### src/tgfl_pkg.sv
`timescale 1ns / 1ps

package tgfl_pkg;

    // Fixed widths of the transaction fields and configuration registers.
    localparam int POS_W      = 24;
    localparam int DIST_W     = POS_W + 1;
    localparam int CNT_W      = 9;
    localparam int CELL_W     = 16;
    localparam int LDA_W      = 18;
    localparam int FIELD_W    = 24;
    localparam int COMP_W     = 2;
    localparam int CFG_IDX_W  = 3;
    localparam int CFG_DATA_W = 24;

    // The count registers hold up to 511, but a cell index is kept in eight bits, enough for 256 points per axis.
    localparam int IDX_BITS = 8;
    localparam int SPAN_W   = IDX_BITS + CELL_W;
    localparam int T1_W     = IDX_BITS + CNT_W;
    localparam int SX_W     = 2 * CNT_W - 1;
    localparam int FLAT_W   = T1_W + CNT_W;

    localparam logic CMD_LOAD  = 1'b0;
    localparam logic CMD_QUERY = 1'b1;

    localparam logic [COMP_W-1:0] COMP_NONE = 2'd3;

    localparam logic [CFG_IDX_W-1:0] REG_ORIGIN_X  = 3'd0;
    localparam logic [CFG_IDX_W-1:0] REG_ORIGIN_Y  = 3'd1;
    localparam logic [CFG_IDX_W-1:0] REG_ORIGIN_Z  = 3'd2;
    localparam logic [CFG_IDX_W-1:0] REG_COUNT_X   = 3'd3;
    localparam logic [CFG_IDX_W-1:0] REG_COUNT_Y   = 3'd4;
    localparam logic [CFG_IDX_W-1:0] REG_COUNT_Z   = 3'd5;
    localparam logic [CFG_IDX_W-1:0] REG_CELL_SIZE = 3'd6;

    typedef struct packed {
        logic                    command;
        logic [COMP_W-1:0]       component;
        logic [LDA_W-1:0]        load_address;
        logic signed [POS_W-1:0] load_value;
        logic signed [POS_W-1:0] pos_x;
        logic signed [POS_W-1:0] pos_y;
        logic signed [POS_W-1:0] pos_z;
    } t_in_item;

    typedef struct packed {
        logic [FIELD_W-1:0] field_value;
        logic               inside_res;
    } t_out_item;

    typedef enum logic [3:0] {
        S_IDLE,
        S_DIV,
        S_LOCATE,
        S_ADDR_A,
        S_ADDR_B,
        S_READ,
        S_READ_LAST,
        S_MUL,
        S_ADD
    } t_state;

endpackage

### src/tgfl_div.sv
`timescale 1ns / 1ps

// Restoring divider, two quotient bits per cycle. Produces floor(dist * 2^FRAC_BITS / cell)
// split into the cell index and the fraction. Valid while dist < cell * 2^IDX_W.
module tgfl_div
    import tgfl_pkg::*;
#(
    parameter int FRAC_BITS = 16,
    localparam int STEPS = (IDX_BITS + FRAC_BITS + 1) / 2,
    localparam int QBP   = 2 * STEPS,
    localparam int IDX_W = QBP - FRAC_BITS,
    localparam int CNT_BITS = $clog2(STEPS)
) (
    input  logic                 i_clk,
    input  logic                 i_rst_n,
    input  logic                 i_start,
    input  logic [POS_W-1:0]     i_dist,
    input  logic [CELL_W-1:0]    i_cell,
    output logic                 o_done,
    output logic [IDX_W-1:0]     o_index,
    output logic [FRAC_BITS-1:0] o_frac
);

    logic                r_busy;
    logic                r_done;
    logic [CNT_BITS-1:0] r_cnt;
    logic [CELL_W-1:0]   r_cell;
    logic [CELL_W-1:0]   r_rem;
    logic [QBP-1:0]      r_bits;

    logic [CELL_W:0]   t1;
    logic [CELL_W:0]   t2;
    logic              ge1;
    logic              ge2;
    logic [CELL_W-1:0] rem1;
    logic [CELL_W-1:0] rem2;

    always_comb begin
        t1   = {r_rem, r_bits[QBP-1]};
        ge1  = t1 >= {1'b0, r_cell};
        rem1 = ge1 ? CELL_W'(t1 - {1'b0, r_cell}) : t1[CELL_W-1:0];
        t2   = {rem1, r_bits[QBP-2]};
        ge2  = t2 >= {1'b0, r_cell};
        rem2 = ge2 ? CELL_W'(t2 - {1'b0, r_cell}) : t2[CELL_W-1:0];
    end

    always_ff @(posedge i_clk) begin
        if (!i_rst_n) begin
            r_busy <= 1'b0;
            r_done <= 1'b0;
            r_cnt  <= '0;
        end else begin
            r_done <= 1'b0;
            if (i_start) begin
                r_busy <= 1'b1;
                r_cnt  <= '0;
            end else if (r_busy) begin
                if (r_cnt == CNT_BITS'(STEPS - 1)) begin
                    r_busy <= 1'b0;
                    r_done <= 1'b1;
                end else begin
                    r_cnt <= r_cnt + CNT_BITS'(1);
                end
            end
        end
    end

    always_ff @(posedge i_clk) begin
        if (i_start) begin
            r_cell <= i_cell;
            r_rem  <= CELL_W'(i_dist >> IDX_W);
            r_bits <= {i_dist[IDX_W-1:0], {FRAC_BITS{1'b0}}};
        end else if (r_busy) begin
            r_rem  <= rem2;
            r_bits <= {r_bits[QBP-3:0], ge1, ge2};
        end
    end

    assign o_done  = r_done;
    assign o_index = r_bits[QBP-1:FRAC_BITS];
    assign o_frac  = r_bits[FRAC_BITS-1:0];

endmodule

### config.mk
export PLATFORM = sky130hd
export DESIGN_NAME = tgfl_div
export DESIGN_NICKNAME = d
export VERILOG_FILES = /design/src/tgfl_pkg.sv /design/src/tgfl_div.sv
export SDC_FILE = /design/constraint.sdc
export NUM_CORES = 1
export LEC_CHECK = 0
export ABC_AREA = 1
export ABC_CLOCK_PERIOD_IN_PS = 4000
export BUFFER_PORTS_ARGS = -buffer_cell sky130_fd_sc_hd__buf_2
export CELL_PAD_IN_SITES_DETAIL_PLACEMENT = 1
export CELL_PAD_IN_SITES_GLOBAL_PLACEMENT = 1
export CORE_MARGIN = 4
export CORE_UTILIZATION = 42
export DETAILED_ROUTE_END_ITERATION = 12
export GPL_ROUTABILITY_DRIVEN = 0
export PLACE_DENSITY = 0.8
export RECOVER_POWER = 50
export SYNTH_ARGS = -nofsm -noshare
export SYNTH_HDL_FRONTEND = slang
export SYNTH_SLANG_ARGS = --single-unit
### constraint.sdc
create_clock -name i_clk -period 4 [get_ports i_clk]
set_clock_uncertainty 0.1 [all_clocks]
set_input_delay 0.2 -clock i_clk [delete_from_list [all_inputs] [get_ports i_clk]]
set_output_delay 0.2 -clock i_clk [all_outputs]
set_load 0.05 [all_outputs]
# Word level (Yosys, flattened, before mapping)
# Cells that the tools add are included.
# W data, S select, Z words.
# word_totals
ff_bits	62
inputBits	43
# classes
addsub	3
n_lt_le_gt_ge	2
eq_ne	1
mux	10
bitwise_logic	3
reduce_logical	4
# op_table
operator	count
$mux W16	4
$mux W24	2
$ge A17 B16 Y1	2
$sub A16 B16 Y16	2
$add A4 B1 Y4 const B	1
$eq A4 B4 Y1 const B	1
$mux W1	4
$not A1 Y1	3
$reduce_or A3 Y1	1
$reduce_and A2 Y1	1
$reduce_bool A2 Y1	1
$reduce_or A2 Y1	1

# Longest topological paths before layout
# logic_depth
word_depth	6
depth_mapped	30

# Worst setup path before layout
# No wires, ideal clock.
# synth_path
path_kind	flip-flop to flip-flop
start	register r_bits[23]
end	register r_rem[11], data pin
setup_time_ns	0.253
arrival_ns	3.376
t_required_ns	3.647
setup_slack_ns	0.271
stages_incl_launch_ff	25
path_buffers	1
path_cell_list	edfxtp_1 -> inv_1 -> ha_1 -> inv_1 -> fa_1 -> nand3_1 -> nand2_1 -> a21oi_1 -> xor2_1 -> nand2_1 -> nand2_1 -> inv_1 -> ha_1 -> nand2_1 -> nor2_1 -> nand4_1 -> nand2_1 -> nand2_1 -> nand2_1 -> nand2_2 -> nand3_4 -> buf_6 -> nand2_1 -> nand3_1 -> nand2_1
# synth_via
elab_chain_cells	6
elab_cells_between_ends	8
cone_classes	add/sub: 2; order compare: 2; mux: 4
# synth_rtl
element	line	source
start, declared	tgfl_div.sv:29	logic [QBP-1:0] r_bits;
start signal, assigned	tgfl_div.sv:72	r_bits <= {i_dist[IDX_W-1:0], {FRAC_BITS{1'b0}}};
start signal, assigned	tgfl_div.sv:75	r_bits <= {r_bits[QBP-3:0], ge1, ge2};
$sub A16 B16 Y16 / $ge A17 B16 Y1 (equally long branches)	tgfl_div.sv:41, tgfl_div.sv:40	
$mux W16 *	tgfl_div.sv:41	rem1 = ge1 ? CELL_W'(t1 - {1'b0, r_cell}) : t1[CELL_W-1:0];
$sub A16 B16 Y16 / $ge A17 B16 Y1 (equally long branches)	tgfl_div.sv:44, tgfl_div.sv:43	
$mux W16 *	tgfl_div.sv:44	rem2 = ge2 ? CELL_W'(t2 - {1'b0, r_cell}) : t2[CELL_W-1:0];
$mux W16 *	tgfl_div.sv:73	end else if (r_busy) begin
$mux W16 *	tgfl_div.sv:69	if (i_start) begin
end signal, assigned	tgfl_div.sv:71	r_rem <= CELL_W'(i_dist >> IDX_W);
end signal, assigned	tgfl_div.sv:74	r_rem <= rem2;
end, declared	tgfl_div.sv:28	logic [CELL_W-1:0] r_rem;
# Every way passes the cells marked *; elsewhere a longest branch is shown, timed or not. The select of a mux whose other input is x is not followed.
# A chain may end at the register's enable or synchronous reset.

# Worst setup path after layout
# layout_path
start	register r_rem[14]
end	register r_rem[3], data pin
# layout_via
elab_chain_cells	6
elab_cells_between_ends	8
cone_classes	add/sub: 2; order compare: 2; mux: 4
# layout_rtl
element	line
$ge A17 B16 Y1 / $sub A16 B16 Y16 (equally long branches)	tgfl_div.sv:40, tgfl_div.sv:41
$mux W16 *	tgfl_div.sv:41
$sub A16 B16 Y16 / $ge A17 B16 Y1 (equally long branches)	tgfl_div.sv:44, tgfl_div.sv:43
$mux W16 *	tgfl_div.sv:44
$mux W16 *	tgfl_div.sv:73
$mux W16 *	tgfl_div.sv:69
# Marks and branches as above.

==> out/qor.csv <==
stage,metric,value,unit
finish,most frequent cells in the layout,"nand2_1 (179), inv_1 (94), buf_4 (61)",
logic_synthesis,main combinational cell family by area after synthesis,simple AND/OR/NAND/NOR gates,
logic_synthesis,Mapped Avg Cell Area,7.23,sq um
logic_synthesis,mux contribution to synthesized area,0,
hold_path,HP Start,i_dist[5],
status,failing checks,setup timing,
logic_synthesis,Synth Register Bits,62,
grt,GRT overflow,0,
timing,max-slew violations,0,
route,DR vias/cell,5.77,
worst_setup_path,Crit. Startpoint,r_rem[14]$_DFFE_PP_,
clocking,CTS buffer count,9,
grt,largest net degree at the start of global routing,44,
route,TritonRoute pass-1 iters,5,
placed_design,HPWL Detailed,11.9,mm
finish,design area,6500,sq um
die,placement row count,37,
worst_setup_path,FF-to-FF Start,r_rem[14]$_DFFE_PP_,
finish,layout cells sized above 1,0.313,
logic_synthesis,Synth Area in Adders,0.0989,
route,Vias,5339,
placed_design,PortBufs,67,
die,Die W,112,microns
logic_synthesis,cell accounting for the most synthesized area,edfxtp_1,
finish,synthesis-to-finish area growth,41.9,%
finish,"most common cell after layout, fill and taps aside",nand2_1,
die,total die area,12600,sq um
worst_setup_path,Critical Path Most Common Cell,nand2_1,
route,DRC violation total after the first TritonRoute iteration,509,
logic_synthesis,YS warnings,0,
die,top-level I/O count,68,
logic_synthesis,sequential area share after synthesis,0.359,
route,Routed met3 length,1.53,mm
grt,vias in the first global route,5277,
worst_setup_path,crit-path leading delay family,simple AND/OR/NAND/NOR gates,
timing,period utilisation layout,1.08,
timing,max_slew headroom,0.497,
die,Die Y,112,microns
finish,Nets,863,
worst_setup_path,Startpoint Class,register,
clocking,clock root cell,clkbuf_8,
timing,Max Clk Rate,0.231,GHz
route,DR WL/cell,23.8,microns
timing,setup violators final,17,
logic_synthesis,Mapped Cells,633,
clocking,Worst-path clk slew,80,ps
grt,global-route wire length before repair,26.4,mm
timing,Worst Tran Pin Value,754,ps
route,DRC Markers,0,
worst_setup_path,required time worst endpoint,4020,ps
worst_setup_path,critical path arrival,4350,ps
clocking,Max Root-Sink Buffers,2,
logic_synthesis,Synth Area in Compound Gates,0.0836,
grt,All-Layer GR Usage,0.261,
logic_synthesis,Synth Area in XOR/XNOR,0.0421,
worst_setup_path,Slowest Stage Delay on Critical Path,460,ps
logic_synthesis,Synth Net Count,711,
timing,Final min period,4330,ps
clocking,clk_lat worst skew,370,ps
worst_setup_path,Crit-path slowest cell,edfxtp_1,
worst_setup_path,WP buf/inv,3,
route,post-route ant nets,0,
logic_synthesis,share of the synthesized area in the top cell type,0.262,
placed_design,DP Area,5300,sq um
logic_synthesis,Synth Cell Area,4580,sq um
finish,Inserted Diodes,0,
clocking,CTS Sinks,62,
logic_synthesis,post-synth cell types,39,
clocking,H-tree lvl count,3,
grt,antenna violations before repair,0,
route,Post-Route M1 WL,8.22,mm
worst_setup_path,crit end category,register,
clocking,CTS tree,built,
worst_setup_path,Crit Path Max Fanout,9,
route,uppermost routed layer,met4,
timing,final hold violations,0,
die,initial core utilization,0.438,
hold_path,worst hold path class,input pin to register,
route,final wirelength,22.1,mm
worst_setup_path,crit-path cells,ha_1 -> nand3_2 -> nor2_1 -> nand3_2 -> nand2_2 -> nor2_4 -> buf_12 -> nand2_4 -> nand2_1 -> o21ai_2 -> inv_1 -> ha_2 -> a21oi_2 -> o21ai_0 -> a21oi_1 -> nand2_1 -> nand2_1 -> nand2_4 -> nand2_4 -> buf_12 -> nand3_1 -> nand3_1 -> nand2_1,
logic_synthesis,ranking of synthesized cells by area,"edfxtp_1 (26%), nand2_1 (16%), dfxtp_1 (9.6%), ha_1 (9.0%), inv_1 (8.9%)",
worst_setup_path,Setup Crit Path Kind,register to register,
die,total core area,10500,sq um
logic_synthesis,simple-gate share of the synthesized area,0.302,
timing,setup ws final,-330,ps
status,status,"complete, but fails checks",
flow_run,Max Cap Viol,0,
route,met2 WL post-DR,11.0,mm
worst_setup_path,R2R setup slack,-330,ps
kinds of logic (layout without fill, tap and decap cells):
logic type,after synthesis,count (layout)
AO/OA/AOI/OAI,69,69
XOR/XNOR,22,22
adder cells (fa/ha/maj),35,35
buffers and inverters,131,282
flip-flops,62,62
AND/OR/NAND/NOR,314,320
state kept, by name, summed over array words and instances, names as in the netlist:
name    flops
o_done      1
r_bits     24
r_busy      1
r_cell     16
r_cnt       4
r_rem      16
what timing repair did:
action,in CTS,in global routing
pin swaps,3,27
buffers inserted,3,24
cloned,1,5
endpoints found under the hold margin,17,0
gates resized for setup,12,121
hold buffers,17,0
endpoints found under the setup margin,17,17
per-stage QoR:
step,instances,hold slack (ps),setup slack (ps),TNS (ps),utilization
floorplan,633,199,271,0,-
global placement,860,276,-107,-1020,0.506
CTS,897,6.12,15.1,0,0.548
global route,926,27.9,-468,-6410,0.621
finish,926,13.7,-330,-4060,0.621
detailed placement,860,279,-166,-2030,0.506
final timing paths:
path,endpoint,cells after the start
max,r_rem[3]$_DFFE_PP_,23
min,r_bits[21]$_DFFE_PP_,3
max reg2reg,r_rem[3]$_DFFE_PP_,23
min reg2reg,r_bits[0]$_SDFFE_PP0P_,2
area by class of cell:
class	instances	area, sq um
Inverter	117	442
Timing Repair Buffer	149	1000
Multi-Input combinational cell	446	3030
Clock inverter	2	11.3
Fill cell	1323	3970
Tap cell	136	170
Sequential cell	62	1640
Clock buffer	14	194
layer usage:
layer	global-route usage	vias up
met3	0.0561	108
li1	-	2344
met1	0.316	2566
met2	0.452	321
met4	0.106	0
met5	0	-
synthesized netlist by cell type:
master	number
o22ai_1	14
fa_1	2
buf_2	3
nand2_1	193
nor3_1	1
nor2_4	2
nand4_1	6
inv_1	109
nand3_2	1
and2_1	2
a21boi_0	1
a31o_2	1
nand3_4	1
clkinv_2	1
xor2_1	9
nand3_1	68
and3_1	1
ha_1	33
clkbuf_1	4
dfxtp_1	22
edfxtp_1	40
nor4_2	1
nor2_1	24
o21ai_0	17
a21oi_1	28
o21a_1	3
inv_2	5
nand3b_1	1
xnor2_1	13
buf_6	3
a21o_1	2
o21ai_1	2
nor2_8	1
nor2_2	3
buf_4	2
a31oi_1	1
nand2_2	9
clkinv_1	2
buf_1	2
worst min-delay path: stages:
cell	delay, ps
buf_2	70
nand2_1	40
nand2_1	50
Power is not shown: default switching activity piles up to over one toggle a cycle in this logic, so the estimate is an artifact.
